## config.mk

```make
export PLATFORM = sky130hd
export DESIGN_NAME = crt_front
export DESIGN_NICKNAME = d
export VERILOG_FILES = /design/src/hdl/crt_pkg.sv /design/src/hdl/crt_front.sv
export SDC_FILE = /design/constraint.sdc
export NUM_CORES = 1
export LEC_CHECK = 0
export ABC_AREA = 1
export BUFFER_PORTS_ARGS = -buffer_cell sky130_fd_sc_hd__buf_2
export CAP_MARGIN = 10
export CORE_ASPECT_RATIO = 0.6
export CORE_MARGIN = 5
export CORE_UTILIZATION = 30
export CTS_CLUSTER_SIZE = 16
export DETAILED_ROUTE_END_ITERATION = 7
export PLACE_DENSITY_LB_ADDON = 0.2
export SLEW_MARGIN = 15
export SYNTH_ARGS = -nofsm -noshare
export SYNTH_HDL_FRONTEND = slang
export SYNTH_SLANG_ARGS = --single-unit
```

## constraint.sdc

```tcl
create_clock -name clk_i -period 37.5 [get_ports clk_i]
set_input_delay 7.5 -clock clk_i [delete_from_list [all_inputs] [get_ports clk_i]]
set_output_delay 7.5 -clock clk_i [all_outputs]
set_load 0.01 [all_outputs]
```

## src/hdl/crt_pkg.sv

```systemverilog
// Package: shared types, constants and helper functions for the Catmull-Rom tessellator.
`default_nettype none
package crt_pkg;
  localparam int unsigned MaxSteps = 63;
  localparam int unsigned StepW = 6;
  localparam int unsigned CoordW = 32;
  localparam int unsigned TW = 17;
  localparam int unsigned QDepth = 2;

  typedef enum logic {
    CfgSteps   = 1'b0,
    CfgSpacing = 1'b1
  } cfg_idx_e;

  typedef struct packed {
    logic signed [CoordW-1:0] x;
    logic signed [CoordW-1:0] y;
    logic signed [CoordW-1:0] z;
  } point_t;

  // One segment job: a new-path flag and the four window points
  typedef struct packed {
    logic   new_path;
    point_t p1;
    point_t p2;
    point_t p3;
    point_t p4;
  } job_t;

  typedef enum logic [2:0] {
    BkIdle,
    BkCoef,
    BkTime,
    BkHorner,
    BkDist,
    BkEmit
  } bk_state_e;

  function automatic logic signed [CoordW-1:0] sat32(input logic signed [67:0] v);
    logic signed [67:0] hi;
    logic signed [67:0] lo;
    begin
      hi = 68'sh7FFFFFFF;
      lo = -68'sh80000000;
      if (v > hi) sat32 = 32'sh7FFFFFFF;
      else if (v < lo) sat32 = 32'sh80000000;
      else sat32 = v[CoordW-1:0];
    end
  endfunction
endpackage
`default_nettype wire

```

## src/hdl/crt_front.sv

```systemverilog
// Front part: keeps the control-point window and queues segment jobs.
`default_nettype none
module crt_front
  import crt_pkg::*;
(
  input  wire logic  clk_i,
  input  wire logic  rst_ni,
  input  wire logic  in_valid_i,
  output logic       in_ready_o,
  input  wire logic  begin_path_i,
  input  wire point_t pt_i,
  output logic       job_valid_o,
  input  wire logic  job_ready_i,
  output job_t       job_o
);
  point_t          win_q [4];
  logic [2:0]      held_q;
  logic            fresh_q;
  job_t            fifo_q [QDepth];
  logic            rd_q, wr_q;
  logic [1:0]      cnt_q;
  logic            push, pop;
  point_t          w0, w1, w2;
  logic [2:0]      held_b;
  job_t            nj;

  assign in_ready_o  = (cnt_q != 2'(QDepth));
  assign job_valid_o = (cnt_q != 2'd0);
  assign job_o       = fifo_q[rd_q];
  assign pop         = job_valid_o && job_ready_i;

  always_comb begin
    held_b = begin_path_i ? 3'd0 : held_q;
    w0 = win_q[1];
    w1 = win_q[2];
    w2 = win_q[3];
    nj.new_path = fresh_q;
    nj.p1 = w0;
    nj.p2 = w1;
    nj.p3 = w2;
    nj.p4 = pt_i;
    push = in_valid_i && in_ready_o && (held_b >= 3'd3);
  end

  always_ff @(posedge clk_i or negedge rst_ni) begin
    if (!rst_ni) begin
      held_q <= 3'd0;
      fresh_q <= 1'b0;
      rd_q <= 1'b0;
      wr_q <= 1'b0;
      cnt_q <= 2'd0;
    end else begin
      if (in_valid_i && in_ready_o) begin
        if (held_b < 3'd4) held_q <= held_b + 3'd1;
        else held_q <= held_b;
        // Mark the first job after a begin as the start of a path
        if (push) fresh_q <= 1'b0;
        else if (begin_path_i) fresh_q <= 1'b1;
      end
      if (push) wr_q <= ~wr_q;
      if (pop) rd_q <= ~rd_q;
      cnt_q <= cnt_q + {1'b0, push} - {1'b0, pop};
    end
  end

  // Window shifts on every point; with fewer than four held the newest slot fills
  always_ff @(posedge clk_i) begin
    if (in_valid_i && in_ready_o) begin
      win_q[0] <= win_q[1];
      win_q[1] <= win_q[2];
      win_q[2] <= win_q[3];
      win_q[3] <= pt_i;
      if (push) fifo_q[wr_q] <= nj;
    end
  end

  assert property (@(posedge clk_i) disable iff (!rst_ni) cnt_q <= 2'(QDepth))
    else $error("queue overfilled");
  assert property (@(posedge clk_i) disable iff (!rst_ni) held_q <= 3'd4)
    else $error("window count out of range");
  assert property (@(posedge clk_i) disable iff (!rst_ni)
    push |=> job_valid_o) else $error("pushed job not visible");
endmodule
`default_nettype wire

```

==> results of run 1 <==
[cells by family (layout without fill, tap and decap cells)]
family / count (synthesis) / after routing / share of synthesized area
adder cells (fa/ha/maj): 3 / 3 / 0.00101
AND/OR/NAND/NOR: 1180 / 1180 / 0.119
buffers and inverters: 102 / 712 / 0.0196
flip-flops: 1066 / 1066 / 0.859
other: 0 / 1 / 0
AO/OA/AOI/OAI: 2 / 2 / 0.000572
XOR/XNOR: 2 / 2 / 0.000471
[state kept, by name, summed over array words and instances (netlist names)]
signal   cells
fifo_q     770
win_q      288
fresh_q      1
rd_q         1
wr_q         1
held_q       3
cnt_q        2
[cell type report]
cell class                 instances  area (sq um)  share of cell area
clock buffer                     122          2670              0.0598
antenna                            1          2.50           0.0000561
timing repair buffer             508          2630              0.0590
tap                             1632          2040              0.0457
multi-input combinational       1187          4520               0.101
sequential                      1066         32000               0.716
inverter                          17          83.8             0.00188
clock inverter                    65           718              0.0161
[path summary, 6_finish.rpt]
check                              from              to  depth (start not counted)
hold / removal             win_q[1][28]  fifo_q[0][316]                          0
hold reg to reg            win_q[1][28]  fifo_q[0][316]                          0
max in group asynchronous        rst_ni            rd_q                          1
min in group asynchronous        rst_ni        cnt_q[0]                          1
setup reg to reg              held_q[0]  fifo_q[1][245]                         10
setup / recovery                   rd_q      job_o[304]                          5
[layout by cell type (no fill, tap or decap)]
cell type   Yosys  layout
edfxtp_1     1058    1058
xor2_1          1       1
clkbuf_16       0     104
nand2_1      1173    1173
xnor2_1         1       1
nor2_4          0       1
inv_8           0       1
diode_2         0       1
nor2_1          2       1
inv_12          0       1
dfrtp_4         0       1
a21oi_4         1       1
clkbuf_1        2      18
clkinvlp_4      0       3
clkinv_8        0       1
bufinv_16       0      14
clkinv_4        0       3
o21ai_0         1       1
ha_1            3       3
clkinv_1        0      14
dfrtp_1         8       7
inv_1          16      15
buf_4           8      18
buf_2          40     487
nand3_1         5       5
buf_12          0       3
clkinv_2        0      22
inv_6           0       8
[routing by layer]
metal,track usage,up-vias,part of all wire
met4,0.0380,4,0.024
met3,0.0261,130,0.033
li1,-,9233,-
met5,0,-,0.00023
met1,0.190,9491,0.47
met2,0.212,271,0.47
[per-stage QoR]
stage | util | area (sq um)
after detailed placement | 0.334 | 41300
after CTS | 0.361 | 44600
final | 0.361 | 44600
after global placement | 0.334 | 41300
after floorplan | - | 37200
after global routing | 0.361 | 44600
[report_power, final]
group | internal [mW] | switching (mW)
registers | 1.49 | 0.0725
clock network | 0.606 | 0.447
logic | 0.210 | 0.556
==> flow_metrics.py, run 1 <==
metrics = {
    "drt": {
        "viasPerCell": 4.16,
        "drc": 0,
        "drt_iter0_drc": 1333,
        "drt-pass1-iter-count": 5,
        "drt.antenna.violating_nets": 0,
        "num_vias": 19100,
        "wl_mm": 91.3,
        "wl_per_cell_um": 19.8,
    },
    "logic_synthesis": {
        "netlist_instances": 2355,
        "synth_top_area_share": 0.854,
        "synth_area_leaders": "edfxtp_1 (85%), nand2_1 (12%), buf_6 (1.1%)",
        "synthArstFlopShare": 0.00750,
        "synth.top_cells.by_count": "nand2_1 (1173), edfxtp_1 (1058), buf_2 (40)",
        "synth_edf_count": 1058,
        "syn_area_sq_mm": 0.0372,
        "ys.flop_type": "edfxtp_1",
        "synth_most_common_cell": "nand2_1",
        "synthesis.nets": 2459,
        "synth_top_area_cell": "edfxtp_1",
        "ys_seq_elements": 1066,
        "ys_warn_count": 0,
        "ys_types": 16,
        "ys_seq_area_frac": 0.859,
        "avgSynthCellArea_sq_um": 15.8,
    },
    "setup_path": {
        "endpoint_kind": "primary output",
        "cp_common_cell": "nand2_1",
        "r2r_setup_slack_ns": 33.08,
        "crit_chain": "inv_12, buf_4, nand2_1, nand2_1, buf_2",
        "cp_max_fo": 164,
        "critPathBufInv": 3,
        "crit_arrival_ns": 3.73,
        "crit_slowest_cell": "buf_4",
        "max_stage_delay_ns": 0.89,
        "critPathLaunchType": "register",
        "cp.required_ns": 30.00,
        "crit_family": "buffers and inverters",
        "crit_type": "register to primary output",
    },
    "sta": {
        "setup_ws_ns": 26.27,
        "finalSetupViolations": 0,
        "report.final.hold_viol_count": 0,
        "finalSetupTns_ns": 0,
        "maxSlewHeadroom": 0.237,
        "fmax_mhz": 89.0,
        "fin_crit_sh": 0.299,
        "worst_pin_slew_ns": 1.14,
        "rsz0062_at_grt": "false",
        "min_period_ns": 11.23,
        "hold_ws_ns": 0.440,
        "finClkSkew_ns": 0.0322,
        "finalMaxSlewViolations": 0,
    },
    "clock_tree": {
        "clockBufferDepth": 3,
        "insertion_delay_ns": 0.69,
        "post_cts_buffers": 0,
        "cts_buffers": 102,
        "cts_tree": "yes",
        "clk_pin_slew_ns": 0.06,
        "cts-hold-fix-buffers": 0,
        "clock-sinks": 1066,
        "cts_root_buf": "clkbuf_16",
        "h-tree-depth": 3,
        "cts_resized": 0,
    },
    "layout": {
        "fin_nets": 2986,
        "syn2layout_area_growth_pct": 20.0,
        "drive_gt1_frac": 0.225,
        "nFillCells": 11700,
        "stdcell_count": 4598,
    },
    "die": {
        "fp.dieArea_sq_mm": 0.131,
        "rows": 100,
        "die_height_um": 283,
        "start_util": 0.301,
        "pin_count": 488,
        "core_area_sq_mm": 0.124,
        "die_w_um": 465,
    },
    "power": {
        "p_total_mw": 3.38,
        "power.leakage_nw": 17.1,
        "power.density_mw_per_mm2": 75.8,
        "irDropWorstVdd_mv": 0.0511,
    },
    "place": {
        "place_inst": 4410,
        "gp_congestion": 0.730,
        "port_buffers": 487,
        "place_hpwl_mm": 56.9,
        "pre_cts_ws_ns": 25.66,
    },
    "grt": {
        "grt_pass1_vias": 18500,
        "grtUsageTotal": 0.134,
        "grt_pass1_wl_mm": 131,
        "grt_max_degree": 165,
        "globalRouteOverflowTotal": 0,
        "antenna_found_initial": 8,
    },
    "job": {
        "max_cap_violations": 0,
    },
    "worst_hold_path": {
        "hp-class": "register to register",
    },
    "status": {
        "status": "completed",
    },
}
Note: power is estimated with default switching activity, not from simulation.
==> run 2: changes to the inputs <==
==> constraint.sdc (replaced) <==
create_clock -name clk_i -period 9.5 [get_ports clk_i]
set_input_delay 1.9 -clock clk_i [delete_from_list [all_inputs] [get_ports clk_i]]
set_output_delay 1.9 -clock clk_i [all_outputs]
set_load 0.01 [all_outputs]
==> flow_metrics.py, run 2 (synthesis gave the netlist of run 1 again) <==
metrics = {
    "drt": {
        "drc": 0,
        "num_vias": 19100,
        "viasPerCell": 4.16,
        "wl_mm": 92.2,
        "wl_per_cell_um": 20.1,
        "drt_iter0_drc": 1361,
        "drt-pass1-iter-count": 5,
        "drt.antenna.violating_nets": 0,
    },
    "clock_tree": {
        "post_cts_buffers": 0,
        "insertion_delay_ns": 0.68,
        "cts_buffers": 100,
        "clockBufferDepth": 3,
        "cts_root_buf": "clkbuf_16",
        "h-tree-depth": 3,
        "cts-hold-fix-buffers": 0,
        "clock-sinks": 1066,
        "cts_tree": "yes",
        "cts_resized": 0,
        "clk_pin_slew_ns": 0.06,
    },
    "power": {
        "power.leakage_nw": 17.0,
        "p_clk_frac": 0.295,
        "p_int_mw": 8.85,
        "power.density_mw_per_mm2": 295,
        "power_frac_seq": 0.472,
        "sw_frac_of_total": 0.323,
        "irDropWorstVdd_mv": 0.242,
        "pwr-share-comb": 0.233,
        "p_sw_mw": 4.23,
    },
    "layout": {
        "drive_gt1_frac": 0.221,
        "nFillCells": 11900,
        "final_common_cell": "nand2_1",
        "syn2layout_area_growth_pct": 19.3,
        "design_area_sq_mm": 0.0444,
        "largest_register": "fifo_q",
        "seq_area_sq_mm": 0.0320,
        "reg_top3": "fifo_q x770, win_q x288, held_q x3",
        "fin_nets": 2984,
        "mostFrequentLayoutCells": "nand2_1 (1173), edfxtp_1 (1058), buf_2 (487)",
        "largest_reg_flops": 770,
        "multi_input_area_sq_mm": 0.00452,
    },
    "die": {
        "core_area_sq_mm": 0.124,
        "die_height_um": 283,
        "fp.dieArea_sq_mm": 0.131,
        "die_w_um": 465,
        "start_util": 0.301,
        "rows": 100,
        "pin_count": 488,
    },
    "setup_path": {
        "endpoint_kind": "primary output",
        "crit_type": "register to primary output",
        "cp_max_fo": 172,
        "crit_arrival_ns": 3.93,
        "r2r_end": "fifo_q[0][125]",
        "crit_end": "job_o[336]",
        "cp.required_ns": 7.60,
        "critPathLaunchType": "register",
        "crit_start": "rd_q",
        "rr_worst_depth": 6,
        "rr_startpoint": "cnt_q[1]",
        "r2r_setup_slack_ns": 5.81,
    },
    "grt": {
        "globalRouteOverflowTotal": 0,
        "grt_pass1_wl_mm": 133,
        "antenna_found_initial": 3,
        "grt_pass1_vias": 18600,
        "grtUsageTotal": 0.136,
        "grt_max_degree": 183,
    },
    "sta": {
        "hold_ws_ns": 0.442,
        "min_period_ns": 5.83,
        "finalSetupTns_ns": 0,
        "worst_pin_slew_ns": 1.23,
        "rsz0062_at_grt": "false",
        "maxSlewHeadroom": 0.181,
        "finalSetupViolations": 0,
        "report.final.hold_viol_count": 0,
        "finalMaxSlewViolations": 0,
        "finClkSkew_ns": 0.0188,
        "fin_crit_sh": 0.613,
        "fmax_mhz": 172,
    },
    "worst_hold_path": {
        "hp-class": "register to register",
    },
    "status": {
        "status": "completed",
    },
    "job": {
        "max_cap_violations": 0,
    },
    "place": {
        "place_hpwl_mm": 57.3,
        "dpl_cell_area_sq_mm": 0.0413,
        "port_buffers": 487,
        "gp_congestion": 0.723,
    },
}
-- run 2: metal layers --
| layer | global-route usage | vias to the layer above | part of all wire |
|---|---|---|---|
| met3 | 0.0264 | 124 | 0.034 |
| met5 | 0 | - | 0 |
| li1 | - | 9209 | - |
| met1 | 0.193 | 9496 | 0.47 |
| met2 | 0.217 | 280 | 0.47 |
| met4 | 0.0355 | 0 | 0.021 |
-- run 2: layout make-up --
cell class	instances	share of cell area
Timing Repair Buffer	508	0.0604
Inverter	17	0.00197
Tap cell	1632	0.0460
Sequential cell	1066	0.720
Clock inverter	60	0.0105
Multi-Input combinational cell	1187	0.102
Clock buffer	122	0.0592
Antenna cell	1	0.0000564
-- run 2: metrics by stage --
stage	worst slack [ns]	total power, mW	utilization	cells
after floorplan	-4.47	7.95	-	2355
after global placement	4.14	9.44	0.334	4410
after detailed placement	4.08	9.46	0.334	4410
after CTS	3.58	13.4	0.359	4592
after global routing	3.37	13.8	0.359	4592
final	3.67	13.1	0.359	4593
-- run 2: worst min path at each step --
stage	from	depth (start not counted)	slack (ns)	endpoint
after CTS	win_q[1][80]	0	0.44	fifo_q[1][368]
after detailed placement	win_q[1][45]	0	0.43	fifo_q[1][333]
after floorplan	win_q[1][0]	0	0.42	fifo_q[0][288]
final	win_q[1][80]	0	0.44	fifo_q[1][368]
after global placement	win_q[1][92]	0	0.42	fifo_q[0][380]
after global routing	win_q[1][80]	0	0.45	fifo_q[1][368]
-- run 2: power by group through the flow --
stage / sequential [mW] / combinational (mW) / clock [mW]
after floorplan: 6.18 / 1.77 / 0
after detailed placement: 6.28 / 3.18 / 0
after CTS: 6.18 / 3.19 / 4.00
after global routing: 6.23 / 3.35 / 4.21
final: 6.17 / 3.05 / 3.85
after global placement: 6.27 / 3.17 / 0
-- run 2: worst max-delay path, cell delays in order (launching register included) --
cell and delay [ns]:
dfrtp_4 0.94, buf_12 0.48, buf_4 0.81, nand2_1 0.10
nand2_1 0.15, buf_2 0.17
==> run 3: changes to the inputs <==
--- a/config.mk
+++ b/config.mk
@@ -5,7 +5,7 @@
 export SDC_FILE = /design/constraint.sdc
 export NUM_CORES = 1
 export LEC_CHECK = 0
-export ABC_AREA = 1
+export ABC_AREA = 0
 export BUFFER_PORTS_ARGS = -buffer_cell sky130_fd_sc_hd__buf_2
 export CAP_MARGIN = 10
 export CORE_ASPECT_RATIO = 0.6
==> constraint.sdc (replaced) <==
create_clock -name clk_i -period 5.9 [get_ports clk_i]
set_input_delay 1.18 -clock clk_i [delete_from_list [all_inputs] [get_ports clk_i]]
set_output_delay 1.18 -clock clk_i [all_outputs]
set_load 0.01 [all_outputs]
==> flow_metrics.py, run 3 <==
metrics = {
    "status": {
        "status": "completed",
    },
    "grt": {
        "grtUsageMet2": 0.191,
        "grt_pass1_wl_mm": 113,
        "grtUsageMet1": 0.142,
        "globalRouteOverflowTotal": 0,
        "grtUsageTotal": 0.113,
        "met3_usage": 0.0324,
        "globalRoute.busiestLayer": "met2",
        "grt_pass1_vias": 17100,
        "grt_max_degree": 122,
        "antenna_found_initial": 2,
    },
    "logic_synthesis": {
        "ys_warn_count": 0,
        "synth_top_area_cell": "edfxtp_1",
        "synth.top_cells.by_count": "edfxtp_1 (1058), mux2_2 (386), buf_6 (39)",
        "ys_types": 22,
        "ys_seq_area_frac": 0.865,
        "synth_most_common_cell": "edfxtp_1",
        "synth_edf_count": 1058,
        "ys.flop_type": "edfxtp_1",
        "avgSynthCellArea_sq_um": 24.3,
        "synth_area_leaders": "edfxtp_1 (86%), mux2_2 (12%), buf_6 (1.2%)",
        "synthesis.nets": 1628,
        "synthArstFlopShare": 0.00750,
        "ys_seq_elements": 1066,
        "synth_top_area_share": 0.859,
        "netlist_instances": 1524,
        "syn_area_sq_mm": 0.0370,
    },
    "clock_tree": {
        "post_cts_buffers": 0,
        "clockBufferDepth": 3,
        "cts_tree": "yes",
        "h-tree-depth": 3,
        "insertion_delay_ns": 0.69,
        "clk_pin_slew_ns": 0.06,
        "cts_resized": 0,
        "clock-sinks": 1066,
        "cts_root_buf": "clkbuf_16",
        "cts-hold-fix-buffers": 0,
        "cts_buffers": 102,
    },
    "die": {
        "fp.dieArea_sq_mm": 0.131,
        "die_height_um": 282,
        "core_area_sq_mm": 0.122,
        "start_util": 0.303,
        "die_w_um": 463,
        "pin_count": 488,
        "rows": 99,
    },
    "setup_path": {
        "cp.required_ns": 4.72,
        "r2r_setup_slack_ns": 3.20,
        "cp_max_fo": 74,
        "critPathLaunchType": "register",
        "crit_type": "register to primary output",
        "rr_worst_depth": 6,
        "crit_arrival_ns": 2.79,
        "r2r_end": "fifo_q[1][328]",
        "rr_startpoint": "held_q[0]",
        "endpoint_kind": "primary output",
    },
    "power": {
        "p_int_mw": 15.1,
        "pwr-share-comb": 0.198,
        "sw_frac_of_total": 0.271,
        "p_sw_mw": 5.61,
        "power.leakage_nw": 15.1,
        "irDropWorstVdd_mv": 0.245,
        "power.density_mw_per_mm2": 463,
        "power_frac_seq": 0.487,
        "p_clk_frac": 0.315,
        "p_total_mw": 20.7,
    },
    "sta": {
        "rsz0062_at_grt": "false",
        "fin_crit_sh": 0.673,
        "fmax_mhz": 252,
        "maxSlewHeadroom": 0.334,
        "hold_ws_ns": 0.342,
        "min_period_ns": 3.97,
        "finalSetupViolations": 0,
        "finClkSkew_ns": 0.0314,
        "report.final.hold_viol_count": 0,
        "finalMaxSlewViolations": 0,
        "worst_pin_slew_ns": 0.999,
    },
    "drt": {
        "drt.antenna.violating_nets": 0,
        "drt_iter0_drc": 974,
        "drt-pass1-iter-count": 4,
        "wl_per_cell_um": 20.1,
        "wl_mm": 76.5,
        "drc": 0,
        "num_vias": 16000,
        "viasPerCell": 4.21,
    },
    "place": {
        "place_inst": 3611,
        "dpl_cell_area_sq_mm": 0.0414,
        "port_buffers": 487,
        "place_hpwl_mm": 47.4,
        "gp_congestion": 0.730,
    },
    "layout": {
        "fin_nets": 2203,
        "largest_reg_flops": 770,
        "mostFrequentLayoutCells": "edfxtp_1 (1058), buf_2 (487), mux2_2 (386)",
        "reg_top3": "fifo_q x770, win_q x288, held_q x3",
        "syn2layout_area_growth_pct": 20.9,
        "stdcell_count": 3798,
        "design_area_sq_mm": 0.0447,
        "final_common_cell": "edfxtp_1",
        "largest_register": "fifo_q",
        "drive_gt1_frac": 0.484,
    },
    "job": {
        "max_cap_violations": 0,
    },
    "worst_hold_path": {
        "hp-class": "primary input to async pin",
    },
}
[run 3: changes by cell type in the layout (fill, tap and decap cells not counted), moves of 4 or more]
cell       before  now
buf_12          7   13
bufinv_16       6   10
clkinv_1       23   18
clkinv_2       21   15
inv_1          14    3
mux2_2          0  386
nand2_1      1173    0
nand3_1         5    1
[run 3: worst max path at each step]
stage,start,end,slack [ns],cells past startpoint
after floorplan,begin_path_i,fifo_q[0][0],-1.90,4
after global placement,begin_path_i,fifo_q[1][41],2.21,7
after detailed placement,begin_path_i,fifo_q[1][44],2.24,7
after CTS,rd_q,job_o[342],1.79,3
after global routing,rd_q,job_o[164],1.74,3
final,rd_q,job_o[159],1.93,3
[run 3: cell type report]
cell class / instances / area [sq um]
clock inverters: 59 / 628
repair buffers: 514 / 2800
well taps: 1616 / 2020
inverters: 3 / 11.3
flip-flops and latches: 1066 / 32000
clock buffers: 127 / 2710
fillers: 11200 / 77300
diodes: 1 / 2.50
multi-input cells: 412 / 4570
[run 3: power groups by stage]
stage          sequential [mW]  combinational (mW)  clock (mW)
5_1_grt                   10.2                4.42        7.10
3_5_place_dp              10.3                4.28           0
4_1_cts                   10.1                4.30        6.78
3_3_place_gp              10.2                4.27           0
6_report                  10.1                4.10        6.52
2_1_floorplan             10.2                2.74           0
[run 3: per-stage QoR]
stage	TNS (ns)	util	setup slack, ns
2_1_floorplan	-1455.34	-	-1.90
3_3_place_gp	0	0.339	2.21
3_5_place_dp	0	0.339	2.24
4_1_cts	0	0.367	1.79
5_1_grt	0	0.367	1.74
6_report	0	0.367	1.93
[run 3: worst max-delay path: stages (launching register included)]
cell     delay [ns]
dfrtp_4        0.99
buf_12         0.43
mux2_2         0.41
buf_2          0.15
[run 3: per-layer routing]
metal,vias to the layer above,share of wire
met5,-,0
met4,0,0.028
met2,307,0.50
met3,123,0.049
met1,8276,0.42
li1,7289,-
[run 3: kinds of logic (layout without fill, tap and decap cells)]
family | count (synthesis) | in the layout | share of synthesized area
AO/OA/AOI/OAI | 5 | 5 | 0.00101
XOR/XNOR | 4 | 4 | 0.000948
adder cells (fa/ha/maj) | 3 | 3 | 0.00102
buffers and inverters | 46 | 703 | 0.0127
flip-flops | 1066 | 1066 | 0.865
multiplexers | 386 | 386 | 0.118
other | 0 | 1 | 0
AND/OR/NAND/NOR | 14 | 14 | 0.00217
